**src/sv/bgs_pkg.sv**
```systemverilog
`timescale 1ns / 1ps
// Shared widths, request codes and the logistic flip table of the Gibbs unit sampler.
package bgs_pkg;

    // Configuration defaults and fixed field widths
    localparam int DEFAULT_UNITS = 8;
    localparam int COEF_W        = 16;
    localparam int IDX_W         = 3;
    localparam int RAND_W        = 16;
    localparam int ITEMP_W       = 16;
    localparam int STATES_W      = 8;
    localparam int FRAC_BITS     = 12;
    localparam int TAB_IDX_W     = 6;
    localparam int PROB_W        = 17;
    localparam int MSAT_W        = 16;

    localparam logic [ITEMP_W-1:0] ITEMP_RESET = 16'd4096;
    // Scaled magnitude saturates at 8.0 in Q.12
    localparam logic [MSAT_W-1:0]  MAG_SAT     = 16'd32768;
    // Round to nearest quarter before the table index
    localparam logic [MSAT_W:0]    IDX_ROUND   = 17'd512;
    localparam logic [PROB_W-1:0]  PROB_HALF   = 17'd32768;
    localparam logic [PROB_W-1:0]  PROB_ONE    = 17'd65536;

    // Request codes
    typedef enum logic [1:0] {
        REQ_WEIGHT   = 2'd0,
        REQ_BIAS     = 2'd1,
        REQ_STATE    = 2'd2,
        REQ_RESAMPLE = 2'd3
    } req_type_t;

    // round(65536 / (1 + exp(k/4))) for k = 0..32
    function automatic logic [15:0] flip_entry(input logic [TAB_IDX_W-1:0] idx);
        logic [15:0] p;
        unique case (idx)
            6'd0:    p = 16'd32768;
            6'd1:    p = 16'd28693;
            6'd2:    p = 16'd24743;
            6'd3:    p = 16'd21025;
            6'd4:    p = 16'd17625;
            6'd5:    p = 16'd14595;
            6'd6:    p = 16'd11955;
            6'd7:    p = 16'd9702;
            6'd8:    p = 16'd7812;
            6'd9:    p = 16'd6249;
            6'd10:   p = 16'd4971;
            6'd11:   p = 16'd3938;
            6'd12:   p = 16'd3108;
            6'd13:   p = 16'd2446;
            6'd14:   p = 16'd1921;
            6'd15:   p = 16'd1506;
            6'd16:   p = 16'd1179;
            6'd17:   p = 16'd922;
            6'd18:   p = 16'd720;
            6'd19:   p = 16'd562;
            6'd20:   p = 16'd439;
            6'd21:   p = 16'd342;
            6'd22:   p = 16'd267;
            6'd23:   p = 16'd208;
            6'd24:   p = 16'd162;
            6'd25:   p = 16'd126;
            6'd26:   p = 16'd98;
            6'd27:   p = 16'd77;
            6'd28:   p = 16'd60;
            6'd29:   p = 16'd47;
            6'd30:   p = 16'd36;
            6'd31:   p = 16'd28;
            default: p = 16'd22;
        endcase
        return p;
    endfunction

endpackage

```
**src/sv/bgs_coef_mem.sv**
```systemverilog
`timescale 1ns / 1ps
// Coefficient memory: weights off the diagonal, unit bias on the diagonal.
module bgs_coef_mem
    import bgs_pkg::*;
#(
    parameter int ADDR_W = 6,
    parameter int DATA_W = COEF_W
)
(
    input  logic              clk,
    input  logic              we,
    input  logic [ADDR_W-1:0] waddr,
    input  logic [DATA_W-1:0] wdata,
    input  logic [ADDR_W-1:0] raddr,
    output logic [DATA_W-1:0] rdata
);

    localparam int DEPTH = 1 << ADDR_W;

    logic [DATA_W-1:0] mem [DEPTH];

    // Single write port
    always_ff @(posedge clk)
    begin
        if (we)
        begin
            mem[waddr] <= wdata;
        end
    end

    // Registered read port
    always_ff @(posedge clk)
    begin
        rdata <= mem[raddr];
    end

endmodule

```
**src/sv/boltzmann_gibbs_unit_sampler_unit.sv**
```systemverilog
`timescale 1ns / 1ps
// Top level of the Gibbs unit sampler: sequencer, field accumulator, flip decision.
//
//  channel  | handshake            | payload
//  ---------+----------------------+-------------------------------------------------
//  input    | in_valid / in_stall  | req_type, unit_index, other_index, value,
//           |                      | random_fraction
//  output   | out_valid / out_stall| new_state, all_states
//  config   | cfg_valid / cfg_ready| cfg_data (inverse temperature, Q4.12)
//
//  After reset the coefficient memory is cleared, one entry per cycle, over all of
//  its entries; no request is taken meanwhile.
//  A resample request steps through S_EXEC, S_ACC, S_DRAIN, S_MUL, S_PROB, S_DECIDE
//  and S_DONE; in S_ACC the accumulator reads one weight per cycle from the single
//  memory read port. A weight write adds S_WR_PAIR for the mirrored entry unless
//  dropped for the diagonal or a bad index. One request is in flight at a time.
//  A held result in the output register keeps the next one waiting in S_DONE.

module boltzmann_gibbs_unit_sampler_unit
    import bgs_pkg::*;
#(
    parameter int UNITS = DEFAULT_UNITS
)
(
    input  logic                     clk,
    input  logic                     rst_n,
    // request channel
    input  logic                     in_valid,
    output logic                     in_stall,
    input  logic [1:0]               req_type,
    input  logic [IDX_W-1:0]         unit_index,
    input  logic [IDX_W-1:0]         other_index,
    input  logic signed [COEF_W-1:0] value,
    input  logic [RAND_W-1:0]        random_fraction,
    // result channel
    output logic                     out_valid,
    input  logic                     out_stall,
    output logic                     new_state,
    output logic [STATES_W-1:0]      all_states,
    // configuration channel
    input  logic                     cfg_valid,
    output logic                     cfg_ready,
    input  logic [ITEMP_W-1:0]       cfg_data
);

    localparam int UIDX_W  = (UNITS > 2) ? $clog2(UNITS) : 1;
    localparam int ADDR_W  = 2 * UIDX_W;
    localparam int FIELD_W = COEF_W + UIDX_W + 1;
    localparam int PROD_W  = FIELD_W + ITEMP_W;
    localparam int M_W     = PROD_W - FRAC_BITS;

    typedef enum logic [9:0] {
        S_CLEAR   = 10'b0000000001,
        S_IDLE    = 10'b0000000010,
        S_EXEC    = 10'b0000000100,
        S_WR_PAIR = 10'b0000001000,
        S_ACC     = 10'b0000010000,
        S_DRAIN   = 10'b0000100000,
        S_MUL     = 10'b0001000000,
        S_PROB    = 10'b0010000000,
        S_DECIDE  = 10'b0100000000,
        S_DONE    = 10'b1000000000
    } state_t;

    state_t                     state_reg, state_next;
    logic [ADDR_W-1:0]          clr_reg;
    logic [UIDX_W-1:0]          col_reg;
    logic [UIDX_W-1:0]          rd_col_reg;
    logic                       rd_pend_reg;
    logic [UNITS-1:0]           states_reg, states_next;
    logic                       out_valid_reg;
    logic [ITEMP_W-1:0]         itemp_reg;

    // latched request
    req_type_t                  req_reg;
    logic [IDX_W-1:0]           u_reg;
    logic [IDX_W-1:0]           o_reg;
    logic [COEF_W-1:0]          val_reg;
    logic [RAND_W-1:0]          rnd_reg;

    // datapath
    logic signed [FIELD_W-1:0]  acc_reg;
    logic [PROD_W-1:0]          prod_reg;
    logic                       de_pos_reg;
    logic                       de_zero_reg;
    logic [PROB_W-1:0]          p_reg;
    logic                       new_state_reg;
    logic [STATES_W-1:0]        all_states_reg;

    logic                       accept;
    logic                       u_ok, o_ok;
    logic [UIDX_W-1:0]          uidx, oidx;
    logic                       cur;
    logic                       out_load;
    logic                       mem_we;
    logic [ADDR_W-1:0]          mem_waddr;
    logic [COEF_W-1:0]          mem_wdata;
    logic [COEF_W-1:0]          mem_rdata;
    logic                       add_en;
    logic                       acc_neg;
    logic [FIELD_W-1:0]         mag;
    logic [M_W-1:0]             m_val;
    logic [MSAT_W-1:0]          m_sat;
    logic [MSAT_W:0]            m_round;
    logic [TAB_IDX_W-1:0]       tab_idx;
    logic [PROB_W-1:0]          entry;
    logic [PROB_W-1:0]          p_val;
    logic                       flip;
    logic [UNITS+STATES_W-1:0]  states_pad;

    // Handshakes
    assign in_stall  = (state_reg != S_IDLE);
    assign accept    = in_valid && !in_stall;
    assign cfg_ready = 1'b1;
    assign out_load  = (state_reg == S_DONE) && (!out_valid_reg || !out_stall);

    // Index decode of the latched request
    assign u_ok = (32'(u_reg) < 32'(UNITS));
    assign o_ok = (32'(o_reg) < 32'(UNITS));
    assign uidx = UIDX_W'(u_reg);
    assign oidx = UIDX_W'(o_reg);
    assign cur  = states_reg[uidx];

    // Sequencer and memory write control
    always_comb
    begin
        state_next  = state_reg;
        states_next = states_reg;
        mem_we      = 1'b0;
        mem_waddr   = {uidx, oidx};
        mem_wdata   = val_reg;
        unique case (state_reg)
            S_CLEAR:
            begin
                mem_we    = 1'b1;
                mem_waddr = clr_reg;
                mem_wdata = '0;
                if (clr_reg == {ADDR_W{1'b1}})
                begin
                    state_next = S_IDLE;
                end
            end
            S_IDLE:
            begin
                if (accept)
                begin
                    state_next = S_EXEC;
                end
            end
            S_EXEC:
            begin
                state_next = S_DONE;
                unique case (req_reg)
                    REQ_WEIGHT:
                    begin
                        if (u_ok && o_ok && (u_reg != o_reg))
                        begin
                            mem_we     = 1'b1;
                            state_next = S_WR_PAIR;
                        end
                    end
                    REQ_BIAS:
                    begin
                        mem_we    = u_ok;
                        mem_waddr = {uidx, uidx};
                    end
                    REQ_STATE:
                    begin
                        if (u_ok)
                        begin
                            states_next[uidx] = val_reg[0];
                        end
                    end
                    REQ_RESAMPLE:
                    begin
                        if (u_ok)
                        begin
                            state_next = S_ACC;
                        end
                    end
                endcase
            end
            S_WR_PAIR:
            begin
                mem_we     = 1'b1;
                mem_waddr  = {oidx, uidx};
                state_next = S_DONE;
            end
            S_ACC:
            begin
                if (col_reg == UIDX_W'(UNITS - 1))
                begin
                    state_next = S_DRAIN;
                end
            end
            S_DRAIN:  state_next = S_MUL;
            S_MUL:    state_next = S_PROB;
            S_PROB:   state_next = S_DECIDE;
            S_DECIDE:
            begin
                if (flip)
                begin
                    states_next[uidx] = ~cur;
                end
                state_next = S_DONE;
            end
            S_DONE:
            begin
                if (out_load)
                begin
                    state_next = S_IDLE;
                end
            end
            default:  state_next = S_IDLE;
        endcase
    end

    // Coefficient memory
    bgs_coef_mem #(
        .ADDR_W (ADDR_W),
        .DATA_W (COEF_W)
    ) u_coef_mem (
        .clk   (clk),
        .we    (mem_we),
        .waddr (mem_waddr),
        .wdata (mem_wdata),
        .raddr ({uidx, col_reg}),
        .rdata (mem_rdata)
    );

    // Diagonal entry is the bias; off-diagonal entries count for active units
    assign add_en = (rd_col_reg == uidx) || states_reg[rd_col_reg];

    // Energy change magnitude and sign
    assign acc_neg = acc_reg[FIELD_W-1];
    assign mag     = acc_neg ? FIELD_W'(-acc_reg) : FIELD_W'(acc_reg);

    // Saturate, round to a quarter, look up the flip probability
    assign m_val   = prod_reg[PROD_W-1:FRAC_BITS];
    assign m_sat   = (m_val > M_W'(MAG_SAT)) ? MAG_SAT : m_val[MSAT_W-1:0];
    assign m_round = {1'b0, m_sat} + IDX_ROUND;
    assign tab_idx = m_round[MSAT_W-1:10];
    assign entry   = {1'b0, flip_entry(tab_idx)};
    assign p_val   = de_zero_reg ? PROB_HALF : (de_pos_reg ? entry : (PROB_ONE - entry));
    assign flip    = ({1'b0, rnd_reg} <= p_reg);

    assign states_pad = {{STATES_W{1'b0}}, states_reg};

    // Control registers
    always_ff @(posedge clk or negedge rst_n)
    begin
        if (!rst_n)
        begin
            state_reg     <= S_CLEAR;
            clr_reg       <= '0;
            col_reg       <= '0;
            rd_pend_reg   <= 1'b0;
            states_reg    <= '0;
            out_valid_reg <= 1'b0;
            itemp_reg     <= ITEMP_RESET;
        end
        else
        begin
            state_reg  <= state_next;
            states_reg <= states_next;
            if (state_reg == S_CLEAR)
            begin
                clr_reg <= clr_reg + 1'b1;
            end
            if (state_reg == S_EXEC)
            begin
                col_reg <= '0;
            end
            else if (state_reg == S_ACC)
            begin
                col_reg <= col_reg + 1'b1;
            end
            rd_pend_reg <= (state_reg == S_ACC);
            if (out_load)
            begin
                out_valid_reg <= 1'b1;
            end
            else if (!out_stall)
            begin
                out_valid_reg <= 1'b0;
            end
            if (cfg_valid && cfg_ready)
            begin
                itemp_reg <= cfg_data;
            end
        end
    end

    // Request latch and datapath registers
    always_ff @(posedge clk)
    begin
        if (accept)
        begin
            req_reg <= req_type_t'(req_type);
            u_reg   <= unit_index;
            o_reg   <= other_index;
            val_reg <= value;
            rnd_reg <= random_fraction;
        end
        rd_col_reg <= col_reg;
        // local field accumulation, one coefficient per cycle
        if (state_reg == S_EXEC)
        begin
            acc_reg <= '0;
        end
        else if (rd_pend_reg && add_en)
        begin
            acc_reg <= acc_reg + FIELD_W'($signed(mem_rdata));
        end
        // scale by inverse temperature
        if (state_reg == S_MUL)
        begin
            prod_reg    <= PROD_W'(mag) * PROD_W'(itemp_reg);
            de_zero_reg <= (acc_reg == '0);
            de_pos_reg  <= cur ? (!acc_neg && (acc_reg != '0)) : acc_neg;
        end
        if (state_reg == S_PROB)
        begin
            p_reg <= p_val;
        end
        if (out_load)
        begin
            new_state_reg  <= u_ok ? states_reg[uidx] : 1'b0;
            all_states_reg <= states_pad[STATES_W-1:0];
        end
    end

    assign out_valid  = out_valid_reg;
    assign new_state  = new_state_reg;
    assign all_states = all_states_reg;

    // A result is only presented after the sequencer finished a request
    a_out_from_done: assert property (@(posedge clk) disable iff (!rst_n)
        $rose(out_valid) |-> $past(state_reg == S_DONE))
        else $error("result presented without a finished request");

    // No memory write while the local field is being accumulated
    a_no_write_in_acc: assert property (@(posedge clk) disable iff (!rst_n)
        (state_reg == S_ACC || state_reg == S_DRAIN) |-> !mem_we)
        else $error("coefficient write during accumulation");

    // Only one request in flight
    a_single_request: assert property (@(posedge clk) disable iff (!rst_n)
        accept |=> in_stall)
        else $error("second request taken while one is in flight");

    // Unit states change only on a state write or a resample decision
    a_state_change: assert property (@(posedge clk) disable iff (!rst_n)
        !$stable(states_reg) |-> $past(state_reg == S_EXEC || state_reg == S_DECIDE))
        else $error("unit states changed outside an update step");

endmodule
```
**config.mk**
```make
export PLATFORM = sky130hd
export DESIGN_NAME = boltzmann_gibbs_unit_sampler_unit
export DESIGN_NICKNAME = d
export VERILOG_FILES = /design/src/sv/bgs_pkg.sv /design/src/sv/bgs_coef_mem.sv /design/src/sv/boltzmann_gibbs_unit_sampler_unit.sv
export SDC_FILE = /design/constraint.sdc
export NUM_CORES = 2
export LEC_CHECK = 0
export BUFFER_PORTS_ARGS = -buffer_cell sky130_fd_sc_hd__buf_2
export CORE_MARGIN = 10
export CORE_UTILIZATION = 49
export DETAILED_ROUTE_END_ITERATION = 8
export GPL_TIMING_DRIVEN = 0
export PLACE_DENSITY_LB_ADDON = 0.2
export SLEW_MARGIN = 20
export SYNTH_ARGS = -nofsm -noshare
export SYNTH_HDL_FRONTEND = slang
export SYNTH_SLANG_ARGS = --single-unit
export TNS_END_PERCENT = 50
```
**constraint.sdc**
```tcl
create_clock -name clk -period 19.8 [get_ports clk]
set_input_delay 3.96 -clock clk [delete_from_list [all_inputs] [get_ports clk]]
set_output_delay 3.96 -clock clk [all_outputs]
set_load 0.01 [all_outputs]
```
==> metrics <==
Pins Over Slew Limit 0; Residual DRC 0; critical path fanouts, max 10; sw frac 29.9%; Reg-to-Reg Start acc_reg[5]$_SDFFE_PN0P_; Initial Util 49.5%; Area Overhead vs Synth 14.4%; PostCTS Resize Cnt 0; largest net degree at the start of global routing 46; CTS tree yes; post-route antenna net violation count 0; Main synth FF type edfxtp_1; row count 126; Critical-path top delay cell or4_1; clk buf depth 3; DRT Pass-1 Iters 6; Largest stage delay, worst path 0.58 ns; DRT iter0 DRCs 4281; fmax 112 MHz; hold_ws 0.428 ns; status finished clean; Crit. path cell count 26; number of synthesized register bits 1200; Hold Crit Class flip-flop to flip-flop; worst path bufs/invs 4; max-cap violations 0; most used cell, CP fa_1; max reg flops 1024; main area contributors after synthesis edfxtp_1 (57%), mux4_2 (12%), fa_1 (8.5%); global placement routability congestion 0.911; worst hold path depth 0; CTS Root Cell clkbuf_16; Hold Vio Cnt, Final 0; crit path time final 8.93 ns; Hold-fix buffers, CTS 0; Nets 4421; CP startpoint acc_reg[5]$_SDFFE_PN0P_; HPWL after DPL 112000 um; Cell Area, Synth 58700 sq um; Worst Tran Pin Value 1.20 ns; gr ovfl total 0; yosys synthesis warning count 0; wire per inst 28.7 um; clk sinks 1200; Pwr per Cell Area 107 nW/um^2; global-route wire length before repair 237000 um; unrepaired setup endpoints after global routing false; Synth top area share 57.1%; Netlist cell types 82; syn avg cell area 15.9 sq um; CP Capture Type flip-flop; number of global-route vias before repair 34400; share of layout cells above drive strength 1 19.3%; clock-pin slew on the worst setup and hold paths 0.07 ns; clock latency on the worst-skew pair 0.74 ns; Post-Place Cell Area 63000 sq um; Die Span Y 366 um; setup ws final 10.87 ns; Die Span X 366 um; vias 34200; sequential fraction of the synthesis area 60.3%; Hold Path Origin col_reg[2]$_DFFE_PN0P_; worst setup path category flip-flop to flip-flop; asr flop ratio synth 3.75%; Tcrit/Tclk final 45.1%; end-of-flow core utilization 56.6%; leakage power 23.6 nW; initial antenna violation count 3; via density per instance 6.05; Yosys top cell by area edfxtp_1; internal power 0.00503 W; clock skew 0.0619 ns; CP Launch Type flip-flop; Syn Nets 4170; Filler Cell Count 9231; Routed WL 162000 um; Sw Pwr 0.00215 W; worst vdd ir 0.0781 mV; setup TNS 0 ns; Post-CTS Setup Inserts 0; Core ar. 119000 sq um; CTS Buf Count 121; final instance area 67200 sq um; clock power share 33.0%; cells after synthesis 3700; H-tree levels 3; PortBufs 70; Reg2Reg Depth 26; Die Area 134000 sq um; Top-Level Pins 73; Final Setup Violations 0; cell family with most CP delay adder cells; Slew HR 20.0%; Comb pwr share 24.7%; worst slack, placed 10.96 ns; number of synthesized flops with an enable pin 1116; crit path DAT 9.37 ns; GRT Util Overall 23.8%; sequential fraction of design power 42.2%; required time of the critical path 20.24 ns
[worst reg2reg max path, cell delays in order (launching register included)]
cell      delay, ns
dfxtp_1        0.38
or4_1          0.58
or3_1          0.33
or3_1          0.40
o31ai_1        0.26
xnor2_1        0.40
clkbuf_1       0.55
nand2_1        0.17
fa_1           0.54
fa_1           0.53
fa_1           0.56
inv_1          0.07
fa_1           0.45
fa_1           0.52
inv_1          0.05
fa_1           0.47
inv_1          0.04
ha_1           0.31
a21o_1         0.19
a21oi_1        0.15
o21ai_0        0.15
a22o_1         0.26
a211o_1        0.32
a31o_2         0.31
a311o_1        0.37
a21oi_1        0.22
xnor2_1        0.08
[power groups by stage]
stage	clock network (W)	logic [W]	registers [W]
CTS	0.00240	0.00177	0.00303
global route	0.00250	0.00193	0.00304
finish	0.00237	0.00178	0.00303
global placement	0	0.00165	0.00311
floorplan	0	0.00112	0.00307
detailed placement	0	0.00176	0.00308
[stage by stage]
step           std cells  total power [W]
6_report            5657          0.00718
5_1_grt             5656          0.00747
4_1_cts             5655          0.00721
3_5_place_dp        5427          0.00485
3_3_place_gp        5370          0.00476
2_1_floorplan       3700          0.00419
[cells by family after synthesis]
kind of cell               count (synthesis)  share of synthesized area (%)
AOI/OAI and AO/OA                        292                           3.43
xor gates and xnor gates                  73                           1.09
adders and majority gates                409                           11.9
buffers and inverters                    504                           3.24
DFF                                     1200                           60.3
muxes                                    394                           13.2
other                                      1                        0.00639
and+or+nand+nor                          827                           6.82
[synth_stat cells (6+ instances only)]
master    count
a221o_1       6
nand2b_1     13
or3_1        19
nor3b_1       7
o21ai_0      30
nor4_1       11
a211o_1       8
xnor2_1      58
nand4_1      11
o21a_1       15
dfrtp_1      43
inv_1       328
nor3_1       38
o31ai_1      19
and2_1      150
and3_1       13
a21o_1       16
a31oi_1      18
ha_1        159
dfxtp_1      39
o211ai_1      6
buf_1        41
a211oi_1     15
a21oi_1      69
mux4_2      300
fa_1        250
edfxtp_1   1116
o22ai_1      27
or4_1         8
mux2i_1      72
mux2_2       20
nand3_1      42
xor2_1       15
clkbuf_1    128
nor2_1      179
nor2b_1      28
nand2_1     281
[cell usage in the layout, fill, tap and decap left out, types with 27 or more instances in the layout]
master / Yosys / routed
clkinv_2: 0 / 28
nor2_4: 0 / 62
clkbuf_1: 128 / 124
nand3_1: 42 / 42
ha_1: 159 / 159
dfrtp_1: 43 / 43
nor3_1: 38 / 38
o22ai_1: 27 / 27
and2_1: 150 / 150
buf_2: 5 / 87
o21ai_0: 30 / 30
inv_1: 328 / 328
mux2i_1: 72 / 72
nand2_1: 281 / 281
clkbuf_16: 0 / 122
edfxtp_1: 1116 / 1116
fa_1: 250 / 250
nor2_1: 179 / 114
mux4_2: 300 / 300
a21oi_1: 69 / 69
dfxtp_1: 39 / 39
xnor2_1: 58 / 58
[routing by layer]
layer  global-route usage [%]  share of wire (%)  up-vias
met2                     36.7                 46     1808
met1                     33.5                 40    17800
met3                     5.37                 11      317
met5                        0             0.0080        -
li1                         -                  -    14300
met4                     8.01                3.5        2
[final timing paths]
| check | end | slack (ns) |
|---|---|---|
| max | prod_reg[34]$_DFFE_PP_ | 10.87 |
| min | rd_col_reg[2]$_DFF_P_ | 0.43 |
| max reg2reg | prod_reg[34]$_DFFE_PP_ | 10.87 |
| min reg2reg | rd_col_reg[2]$_DFF_P_ | 0.43 |
| max in group asynchronous | state_reg[8]$_DFFE_PN0P_ | 16.06 |
| min in group asynchronous | itemp_reg[11]$_DFFE_PN0P_ | 3.25 |
[final cells by class]
cell class,instances,area [sq um],share of cell area [%]
repair buffers,128,1660,2.47
clock buffers,133,3120,4.65
plain buffers,175,706,1.05
diodes,1,2.50,0.00373
clock inverters,95,1020,1.53
multi-input cells,1996,22000,32.7
flip-flops and latches,1200,35400,52.7
well taps,1600,2000,2.98
inverters,329,1230,1.84
No activity file was read; power rests on OpenSTA's default activity.
